<file path="config.mk">
export PLATFORM = sky130hd
export DESIGN_NAME = i2c_master_transfer_sequencer_flat
export DESIGN_NICKNAME = d
export VERILOG_FILES = /design/src/rtl/i2cms_pkg.sv /design/src/rtl/i2cms_if.sv /design/src/rtl/i2cms_step.sv /design/src/rtl/i2c_master_transfer_sequencer.sv /design/src/flat_wrapper.sv
export SDC_FILE = /design/constraint.sdc
export NUM_CORES = 1
export LEC_CHECK = 0
export CAP_MARGIN = 20
export CORE_AREA = 2 2 88 90
export CTS_CLUSTER_SIZE = 30
export DETAILED_ROUTE_END_ITERATION = 16
export DIE_AREA = 0 0 90 92
export DONT_BUFFER_PORTS = 1
export PLACE_DENSITY = 0.77
export SYNTH_ARGS = -nofsm -noshare
export SYNTH_HDL_FRONTEND = slang
export SYNTH_SLANG_ARGS = --single-unit
</file>
<file path="constraint.sdc">
create_clock -name clk -period 3.2 [get_ports clk]
set_input_delay 0.96 -clock clk [delete_from_list [all_inputs] [get_ports clk]]
set_output_delay 0.96 -clock clk [all_outputs]
set_load 0.02 [all_outputs]
</file>
<file path="src/rtl/i2cms_pkg.sv">
// shared types and codes of the transfer sequencer
`default_nettype none

package i2cms_pkg;

  localparam int PhaseW = 4;
  localparam int CmdW   = 3;
  localparam int StatW  = 2;

  // sequencer phases
  localparam logic [PhaseW-1:0] PH_IDLE   = 4'd0;
  localparam logic [PhaseW-1:0] PH_W_ADDR = 4'd1;
  localparam logic [PhaseW-1:0] PH_W_DATA = 4'd2;
  localparam logic [PhaseW-1:0] PH_W_STOP = 4'd3;
  localparam logic [PhaseW-1:0] PH_W_END  = 4'd4;
  localparam logic [PhaseW-1:0] PH_R_ADDR = 4'd5;
  localparam logic [PhaseW-1:0] PH_R_DATA = 4'd6;
  localparam logic [PhaseW-1:0] PH_R_STOP = 4'd7;
  localparam logic [PhaseW-1:0] PH_R_END  = 4'd8;

  // engine commands
  localparam logic [CmdW-1:0] CMD_NONE  = 3'd0;
  localparam logic [CmdW-1:0] CMD_START = 3'd1;
  localparam logic [CmdW-1:0] CMD_SEND  = 3'd2;
  localparam logic [CmdW-1:0] CMD_RACK  = 3'd3;
  localparam logic [CmdW-1:0] CMD_RNACK = 3'd4;
  localparam logic [CmdW-1:0] CMD_STOP  = 3'd5;

  // transfer status
  localparam logic [StatW-1:0] ST_PENDING = 2'd0;
  localparam logic [StatW-1:0] ST_OK      = 2'd1;
  localparam logic [StatW-1:0] ST_NOT_OK  = 2'd2;

  typedef struct packed {
    logic       mode;
    logic [6:0] target_address;
    logic [7:0] byte_count;
    logic [7:0] tx_byte;
    logic       op_done;
    logic       stop_busy;
    logic [7:0] engine_rx_byte;
  } poll_t;

  typedef struct packed {
    logic [CmdW-1:0]  command;
    logic [7:0]       bus_byte;
    logic [StatW-1:0] status;
    logic             rx_valid;
    logic [7:0]       rx_data;
    logic [7:0]       rx_index;
    logic [7:0]       next_index;
  } result_t;

endpackage

`default_nettype wire

</file>
<file path="src/rtl/i2cms_if.sv">
// valid/ready channel interfaces for polls and results
`default_nettype none

interface i2cms_in_if;
  logic       valid;
  logic       ready;
  logic       mode;
  logic [6:0] target_address;
  logic [7:0] byte_count;
  logic [7:0] tx_byte;
  logic       op_done;
  logic       stop_busy;
  logic [7:0] engine_rx_byte;

  modport source (output valid, mode, target_address, byte_count, tx_byte, op_done,
                  stop_busy, engine_rx_byte, input ready);
  modport sink (input valid, mode, target_address, byte_count, tx_byte, op_done,
                stop_busy, engine_rx_byte, output ready);
endinterface

interface i2cms_out_if;
  logic       valid;
  logic       ready;
  logic [2:0] command;
  logic [7:0] bus_byte;
  logic [1:0] status;
  logic       rx_valid;
  logic [7:0] rx_data;
  logic [7:0] rx_index;
  logic [7:0] next_index;

  modport source (output valid, command, bus_byte, status, rx_valid, rx_data, rx_index,
                  next_index, input ready);
  modport sink (input valid, command, bus_byte, status, rx_valid, rx_data, rx_index,
                next_index, output ready);
endinterface

`default_nettype wire

</file>
<file path="src/rtl/i2cms_step.sv">
// next-phase and result logic for one poll
`default_nettype none

module i2cms_step import i2cms_pkg::*; (
  input  wire poll_t             poll,
  input  wire logic [PhaseW-1:0] phase,
  input  wire logic [7:0]        byte_index,
  output      logic [PhaseW-1:0] phase_nxt,
  output      logic [7:0]        byte_index_nxt,
  output      result_t           res
);

  logic [PhaseW-1:0] cur;
  logic              cur_read;
  logic [7:0]        idx_inc;
  logic [8:0]        idx_inc_w;
  logic [7:0]        idx_nxt;

  always_comb begin
    // out-of-range codes fall back to idle
    cur       = (phase > PH_R_END) ? PH_IDLE : phase;
    cur_read  = (cur >= PH_R_ADDR) && (cur <= PH_R_END);
    idx_inc   = byte_index + 8'd1;
    idx_inc_w = {1'b0, byte_index} + 9'd1;

    phase_nxt    = cur;
    idx_nxt      = byte_index;
    res          = '0;
    res.command  = CMD_NONE;
    res.status   = ST_PENDING;

    if ((cur != PH_IDLE) && (cur_read != poll.mode)) begin
      res.status = ST_NOT_OK;
    end else begin
      case (cur)
        PH_IDLE: begin
          res.command = CMD_START;
          idx_nxt     = 8'd0;
          phase_nxt   = poll.mode ? PH_R_ADDR : PH_W_ADDR;
        end
        PH_W_ADDR, PH_R_ADDR: begin
          if (poll.op_done) begin
            res.command  = CMD_SEND;
            res.bus_byte = {poll.target_address, poll.mode};
            phase_nxt    = poll.mode ? PH_R_DATA : PH_W_DATA;
          end
        end
        PH_W_DATA: begin
          if (poll.op_done) begin
            res.command  = CMD_SEND;
            res.bus_byte = poll.tx_byte;
            idx_nxt      = idx_inc;
            if (idx_inc >= poll.byte_count) phase_nxt = PH_W_STOP;
          end
        end
        PH_R_DATA: begin
          if (poll.op_done) begin
            if (byte_index != 8'd0) begin
              res.rx_valid = 1'b1;
              res.rx_data  = poll.engine_rx_byte;
              res.rx_index = byte_index - 8'd1;
            end
            if (byte_index < poll.byte_count) begin
              res.command = (idx_inc_w < {1'b0, poll.byte_count}) ? CMD_RACK : CMD_RNACK;
              idx_nxt     = idx_inc;
            end else begin
              phase_nxt = PH_R_STOP;
            end
          end
        end
        PH_W_STOP, PH_R_STOP: begin
          if (poll.op_done) begin
            res.command = CMD_STOP;
            phase_nxt   = poll.mode ? PH_R_END : PH_W_END;
          end
        end
        default: begin
          res.status = ST_OK;
          if (!poll.stop_busy) phase_nxt = PH_IDLE;
        end
      endcase
    end

    byte_index_nxt = idx_nxt;
    res.next_index = idx_nxt;
  end

endmodule

`default_nettype wire

</file>
<file path="src/rtl/i2c_master_transfer_sequencer.sv">
// top level of the polled two-wire bus master transfer sequencer
`default_nettype none

// Polled master sequencer for a byte-level two-wire bus engine. Every poll
// transaction on in_ch yields exactly one result transaction on out_ch, in
// order. A poll is captured in an input register, evaluated against the
// sequencer phase and byte index in one short logic pass, and written to a
// result register together with the state update. A poll passes through the
// input register and then the result register before its result is offered
// on out_ch. With out_ch ready, one poll per cycle is sustained, and
// in_ch.ready stays high while a finished result waits, as long as the result
// register can move on in the same cycle. Only a stalled out_ch backs up into
// the input register. The transfer runs start, address with direction bit,
// data bytes (reads acknowledge all but the last byte), stop, then reports ok
// until the engine drops stop_busy. A poll whose mode disagrees with the
// transfer in progress returns not_ok and leaves the state untouched.
module i2c_master_transfer_sequencer import i2cms_pkg::*; (
  input wire logic   clk,
  input wire logic   rst_n,
  i2cms_in_if.sink   in_ch,
  i2cms_out_if.source out_ch
);

  // input stage
  logic    in_full_r;
  logic    in_full_nxt;
  poll_t   poll_r;

  // result stage
  logic    out_full_r;
  logic    out_full_nxt;
  result_t res_r;
  result_t res_nxt;

  // sequencer state
  logic [PhaseW-1:0] phase_r;
  logic [PhaseW-1:0] phase_nxt;
  logic [7:0]        idx_r;
  logic [7:0]        idx_nxt;

  logic    advance;
  logic    in_take;
  poll_t   poll_in;

  // the registered poll moves into the result register when that is free
  // or its transaction completes this cycle
  assign advance      = in_full_r && (!out_full_r || out_ch.ready);
  assign in_ch.ready  = !in_full_r || advance;
  assign in_take      = in_ch.valid && in_ch.ready;
  assign in_full_nxt  = in_take || (in_full_r && !advance);
  assign out_full_nxt = advance || (out_full_r && !out_ch.ready);

  always_comb begin
    poll_in.mode           = in_ch.mode;
    poll_in.target_address = in_ch.target_address;
    poll_in.byte_count     = in_ch.byte_count;
    poll_in.tx_byte        = in_ch.tx_byte;
    poll_in.op_done        = in_ch.op_done;
    poll_in.stop_busy      = in_ch.stop_busy;
    poll_in.engine_rx_byte = in_ch.engine_rx_byte;
  end

  // phase decision for the registered poll
  i2cms_step u_step (
    .poll           (poll_r),
    .phase          (phase_r),
    .byte_index     (idx_r),
    .phase_nxt      (phase_nxt),
    .byte_index_nxt (idx_nxt),
    .res            (res_nxt)
  );

  // control state
  always_ff @(posedge clk) begin
    if (!rst_n) begin
      in_full_r  <= 1'b0;
      out_full_r <= 1'b0;
      phase_r    <= PH_IDLE;
      idx_r      <= 8'd0;
    end else begin
      in_full_r  <= in_full_nxt;
      out_full_r <= out_full_nxt;
      // state only moves when a poll is actually evaluated
      if (advance) begin
        phase_r <= phase_nxt;
        idx_r   <= idx_nxt;
      end
    end
  end

  // payload registers
  always_ff @(posedge clk) begin
    if (in_take) poll_r <= poll_in;
    if (advance) res_r <= res_nxt;
  end

  assign out_ch.valid      = out_full_r;
  assign out_ch.command    = res_r.command;
  assign out_ch.bus_byte   = res_r.bus_byte;
  assign out_ch.status     = res_r.status;
  assign out_ch.rx_valid   = res_r.rx_valid;
  assign out_ch.rx_data    = res_r.rx_data;
  assign out_ch.rx_index   = res_r.rx_index;
  assign out_ch.next_index = res_r.next_index;

endmodule

`default_nettype wire

</file>
<file path="src/flat_wrapper.sv">
// flat-port wrapper written by rule: the top's interface ports become plain ports
module i2c_master_transfer_sequencer_flat import i2cms_pkg::*;
  (clk, rst_n, in_ch_valid, in_ch_mode, in_ch_target_address, in_ch_byte_count, in_ch_tx_byte, in_ch_op_done, in_ch_stop_busy, in_ch_engine_rx_byte, in_ch_ready, out_ch_valid, out_ch_command, out_ch_bus_byte, out_ch_status, out_ch_rx_valid, out_ch_rx_data, out_ch_rx_index, out_ch_next_index, out_ch_ready);
  i2cms_in_if in_ch_i ();
  i2cms_out_if out_ch_i ();
  input wire logic clk;
  input wire logic rst_n;
  input wire logic [$bits(in_ch_i.valid)-1:0] in_ch_valid;
  input wire logic [$bits(in_ch_i.mode)-1:0] in_ch_mode;
  input wire logic [$bits(in_ch_i.target_address)-1:0] in_ch_target_address;
  input wire logic [$bits(in_ch_i.byte_count)-1:0] in_ch_byte_count;
  input wire logic [$bits(in_ch_i.tx_byte)-1:0] in_ch_tx_byte;
  input wire logic [$bits(in_ch_i.op_done)-1:0] in_ch_op_done;
  input wire logic [$bits(in_ch_i.stop_busy)-1:0] in_ch_stop_busy;
  input wire logic [$bits(in_ch_i.engine_rx_byte)-1:0] in_ch_engine_rx_byte;
  output wire logic [$bits(in_ch_i.ready)-1:0] in_ch_ready;
  output wire logic [$bits(out_ch_i.valid)-1:0] out_ch_valid;
  output wire logic [$bits(out_ch_i.command)-1:0] out_ch_command;
  output wire logic [$bits(out_ch_i.bus_byte)-1:0] out_ch_bus_byte;
  output wire logic [$bits(out_ch_i.status)-1:0] out_ch_status;
  output wire logic [$bits(out_ch_i.rx_valid)-1:0] out_ch_rx_valid;
  output wire logic [$bits(out_ch_i.rx_data)-1:0] out_ch_rx_data;
  output wire logic [$bits(out_ch_i.rx_index)-1:0] out_ch_rx_index;
  output wire logic [$bits(out_ch_i.next_index)-1:0] out_ch_next_index;
  input wire logic [$bits(out_ch_i.ready)-1:0] out_ch_ready;
  assign in_ch_i.valid = in_ch_valid;
  assign in_ch_i.mode = in_ch_mode;
  assign in_ch_i.target_address = in_ch_target_address;
  assign in_ch_i.byte_count = in_ch_byte_count;
  assign in_ch_i.tx_byte = in_ch_tx_byte;
  assign in_ch_i.op_done = in_ch_op_done;
  assign in_ch_i.stop_busy = in_ch_stop_busy;
  assign in_ch_i.engine_rx_byte = in_ch_engine_rx_byte;
  assign in_ch_ready = in_ch_i.ready;
  assign out_ch_valid = out_ch_i.valid;
  assign out_ch_command = out_ch_i.command;
  assign out_ch_bus_byte = out_ch_i.bus_byte;
  assign out_ch_status = out_ch_i.status;
  assign out_ch_rx_valid = out_ch_i.rx_valid;
  assign out_ch_rx_data = out_ch_i.rx_data;
  assign out_ch_rx_index = out_ch_i.rx_index;
  assign out_ch_next_index = out_ch_i.next_index;
  assign out_ch_i.ready = out_ch_ready;
  i2c_master_transfer_sequencer u_core (.clk(clk), .rst_n(rst_n), .in_ch(in_ch_i), .out_ch(out_ch_i));
endmodule
</file>
==> run_summary.xml <==
<?xml version="1.0" encoding="UTF-8"?>
<metrics>
  <group name="run_status">
    <metric name="outcome" unit="">finished clean</metric>
  </group>
  <group name="clock_tree">
    <metric name="ctsHtreeMaxLevel" unit="">3</metric>
    <metric name="cts-root-to-sink-buffers" unit="">2</metric>
    <metric name="tritoncts_num_sinks" unit="">86</metric>
    <metric name="cts_resized" unit="">0</metric>
    <metric name="cts_root_buf" unit="">clkbuf_8</metric>
    <metric name="cts.repair_timing.setup_buffer_count" unit="">0</metric>
    <metric name="tritoncts_clock_tree" unit="">done</metric>
    <metric name="insertion_delay" unit="ps">370</metric>
    <metric name="clkSlewWorstSetupHoldPaths" unit="ps">90</metric>
    <metric name="cts_hold_repair.buffers" unit="">0</metric>
    <metric name="cts_inserted_buffers" unit="">9</metric>
  </group>
  <group name="finish">
    <metric name="final_core_util" unit="">0.642</metric>
    <metric name="layout.filler_cells" unit="">602</metric>
    <metric name="nets" unit="">458</metric>
    <metric name="post_route_cells_drive_above_1_share" unit="">0.0911</metric>
    <metric name="mostFrequentLayoutCell" unit="">edfxtp_1</metric>
    <metric name="antenna-diode-count" unit="">0</metric>
    <metric name="layout_common_cells" unit="">72 x edfxtp_1, 43 x nor2_1, 27 x a21oi_1, 20 x nand2_1, 19 x ha_1</metric>
    <metric name="synthToLayoutAreaGrowth" unit="%">7.60</metric>
  </group>
  <group name="yosys">
    <metric name="post_synth_inst_count" unit="">402</metric>
    <metric name="ys.warnings.count" unit="">0</metric>
    <metric name="netlist_area_before_placement" unit="um^2">4450</metric>
    <metric name="synth_cell_type_count" unit="">61</metric>
    <metric name="synth_edf_count" unit="">72</metric>
    <metric name="syn_avg_cell_area" unit="um^2">11.1</metric>
    <metric name="postSynthRegisterBits" unit="">86</metric>
    <metric name="synth_seq_area_share" unit="">0.549</metric>
    <metric name="ys_async_sr_fraction" unit="">0</metric>
    <metric name="synth_nets" unit="">459</metric>
    <metric name="yosys_most_used_dff" unit="">edfxtp_1</metric>
  </group>
  <group name="drt">
    <metric name="drc_viols" unit="">0</metric>
    <metric name="drtIter0Drc" unit="">333</metric>
    <metric name="route.met3.wl" unit="um">600</metric>
    <metric name="avgViaCountPerCell" unit="">6.24</metric>
    <metric name="met2_wirelength" unit="um">4130</metric>
    <metric name="route.top_layer_used" unit="">met4</metric>
    <metric name="drt_first_pass_iters" unit="">7</metric>
    <metric name="routedLengthMet1" unit="um">4130</metric>
    <metric name="antenna_violating_nets_post_route" unit="">0</metric>
    <metric name="drt-total-wl" unit="um">9150</metric>
    <metric name="dr_total_vias" unit="">3172</metric>
    <metric name="wl_per_cell" unit="um">18.0</metric>
  </group>
  <group name="floorplan">
    <metric name="fp.dieW" unit="um">90</metric>
    <metric name="io_pins" unit="">78</metric>
    <metric name="rows" unit="">32</metric>
    <metric name="design.die.area" unit="um^2">8280</metric>
    <metric name="placeableCoreArea" unit="um^2">7450</metric>
    <metric name="initial_core_util" unit="">0.597</metric>
    <metric name="die_h" unit="um">92</metric>
  </group>
  <group name="global_route">
    <metric name="overflow" unit="">0</metric>
    <metric name="grt.total_usage" unit="">0.233</metric>
    <metric name="global_route_wire_length_before_repair" unit="um">14900</metric>
    <metric name="grt_start_max_net_pins" unit="">27</metric>
    <metric name="number_of_global_route_vias_before_repair" unit="">2920</metric>
    <metric name="grt_antenna_before_repair" unit="">0</metric>
  </group>
  <group name="pwr">
    <metric name="power_per_cell_area" unit="nW/um^2">522</metric>
    <metric name="finalPower" unit="W">0.00250</metric>
    <metric name="ir_worst_vdd" unit="uV">355</metric>
    <metric name="power.leakage" unit="nW">1.75</metric>
  </group>
  <group name="critical_path">
    <metric name="category_of_the_worst_setup_path_launch_point" unit="">flop</metric>
    <metric name="crit_path_cell_trace" unit="">ha_1 -&gt; and3_1 -&gt; xnor2_1 -&gt; ha_1 -&gt; nand2_1 -&gt; o21ai_0 -&gt; a311oi_1 -&gt; o32a_1 -&gt; nor2_1</metric>
    <metric name="worst_ep_required_time" unit="ps">3310</metric>
    <metric name="slowest_delay" unit="ps">540</metric>
    <metric name="timing.setup.critical_path_class" unit="">reg2reg</metric>
    <metric name="crit_top_cell" unit="">ha_1</metric>
    <metric name="timing.critical_path.slowest_stage_cell" unit="">dfxtp_1</metric>
    <metric name="arrival" unit="ps">2810</metric>
    <metric name="timing.critical_path.to_type" unit="">flop</metric>
    <metric name="critical_path_peak_fanout" unit="">11</metric>
  </group>
  <group name="hold_path">
    <metric name="class_of_the_worst_hold_path" unit="">reg2reg</metric>
  </group>
  <group name="sta">
    <metric name="skew" unit="ps">8.42</metric>
    <metric name="timing_hold_violations_final" unit="">0</metric>
    <metric name="post-route-period-util" unit="">0.842</metric>
    <metric name="final_number_of_setup_violating_endpoints" unit="">0</metric>
    <metric name="setup_repair_after_global_routing_missed_its_margin" unit="">false</metric>
    <metric name="fmaxAchievable" unit="MHz">371</metric>
    <metric name="slew_headroom" unit="">0.412</metric>
    <metric name="timing.hold.ws" unit="ps">524</metric>
    <metric name="tns" unit="ps">0</metric>
    <metric name="tightestPinTransition" unit="ps">880</metric>
    <metric name="timing.final.max_slew_violations" unit="">0</metric>
    <metric name="final.min_clock_period" unit="ps">2690</metric>
  </group>
  <group name="place">
    <metric name="place.port_buffers" unit="">0</metric>
    <metric name="gp_congestion" unit="">1.01</metric>
    <metric name="detailedPlacementHpwl" unit="um">6500</metric>
  </group>
  <group name="flow_run">
    <metric name="drv_cap" unit="">0</metric>
  </group>
</metrics>
[layout make-up]
type,count,area [um^2],area share
flip-flops and latches,86,2440,0.510
clock inverters,7,105,0.0220
multi-input cells,274,1810,0.378
repair buffers,13,110,0.0230
well taps,102,128,0.0267
clock buffers,9,124,0.0259
inverters,17,68.8,0.0144
[critical path, delay by kind of cell (launching register included)]
kind,cells,cell delay [ps]
and+or+nand+nor,3,460
xor gates and xnor gates,1,160
AOI/OAI and AO/OA,3,670
adders and majority gates,2,610
DFF,1,540
[layer usage]
metal | vias to the layer above | GRT usage
li1 | 1491 | -
met1 | 1492 | 0.327
met2 | 168 | 0.345
met3 | 21 | 0.0394
met4 | 0 | 0.133
met5 | - | 0
[cell usage after synthesis (5+ instances only)]
master    count  area share
a21oi_1      27       0.030
a221oi_1      5      0.0098
a22oi_1      10       0.017
and2_1       14       0.020
and3_1        5      0.0070
buf_2         6      0.0068
clkbuf_1     12       0.010
dfxtp_1      14       0.063
edfxtp_1     72        0.49
ha_1         19       0.053
inv_1        14       0.012
nand2_1      20       0.017
nand2b_1      7      0.0098
nand3_1       9       0.010
nor2_1       43       0.036
nor2b_1       7      0.0098
nor3_1        6      0.0068
o211ai_1      5      0.0084
o21ai_0      17       0.019
xnor2_1      14       0.028
xor2_1        5      0.0098
[flip-flops by register name, summed over array words and instances (netlist names), 2 cells and up]
register                  cells
u_core.phase_r                4
u_core.out_ch.rx_index        8
u_core.idx_r                  8
u_core.out_ch.command         3
u_core.out_ch.status          2
u_core.out_ch.rx_data         8
u_core.out_ch.next_index      8
u_core.poll_r                34
u_core.out_ch.bus_byte        8
[where the power goes]
group	internal (W)	total, W	switching, W
sequential	0.00127	0.00133	0.0000605
combinational	0.000106	0.000292	0.000185
clock	0.000453	0.000871	0.000418
total	0.00183	0.00250	0.000664
[through the flow]
step / instance area [um^2] / worst slack, ps / std cells
floorplan: 4450 / 179 / 402
global placement: 4560 / 611 / 492
detailed placement: 4560 / 583 / 492
CTS: 4780 / 564 / 508
global route: 4780 / 278 / 508
finish: 4780 / 506 / 508
[worst paths after layout]
check                           cells past startpoint                                     end                          from  slack, ps
worst max-delay path                                9  u_core.out_ch.command[2]$_SDFFCE_PP0P_  u_core.idx_r[0]$_SDFFE_PN0P_        510
worst max register to register                      9  u_core.out_ch.command[2]$_SDFFCE_PP0P_  u_core.idx_r[0]$_SDFFE_PN0P_        510
worst min-delay path                                1  u_core.out_ch.rx_data[3]$_SDFFCE_PP0P_    u_core.poll_r[3]$_DFFE_PP_        520
worst min register to register                      1  u_core.out_ch.rx_data[3]$_SDFFCE_PP0P_    u_core.poll_r[3]$_DFFE_PP_        520
[cells by family (layout without fill, tap and decap cells)]
| kind of cell | after synthesis | in the layout | synth area share |
|---|---|---|---|
| adders and majority gates | 19 | 19 | 0.0535 |
| muxes | 3 | 3 | 0.00675 |
| xor gates and xnor gates | 19 | 19 | 0.0374 |
| and+or+nand+nor | 128 | 128 | 0.144 |
| AOI/OAI and AO/OA | 105 | 105 | 0.164 |
| DFF | 86 | 86 | 0.549 |
| buffers and inverters | 42 | 46 | 0.0445 |
No activity file was read; power rests on OpenSTA's default activity.
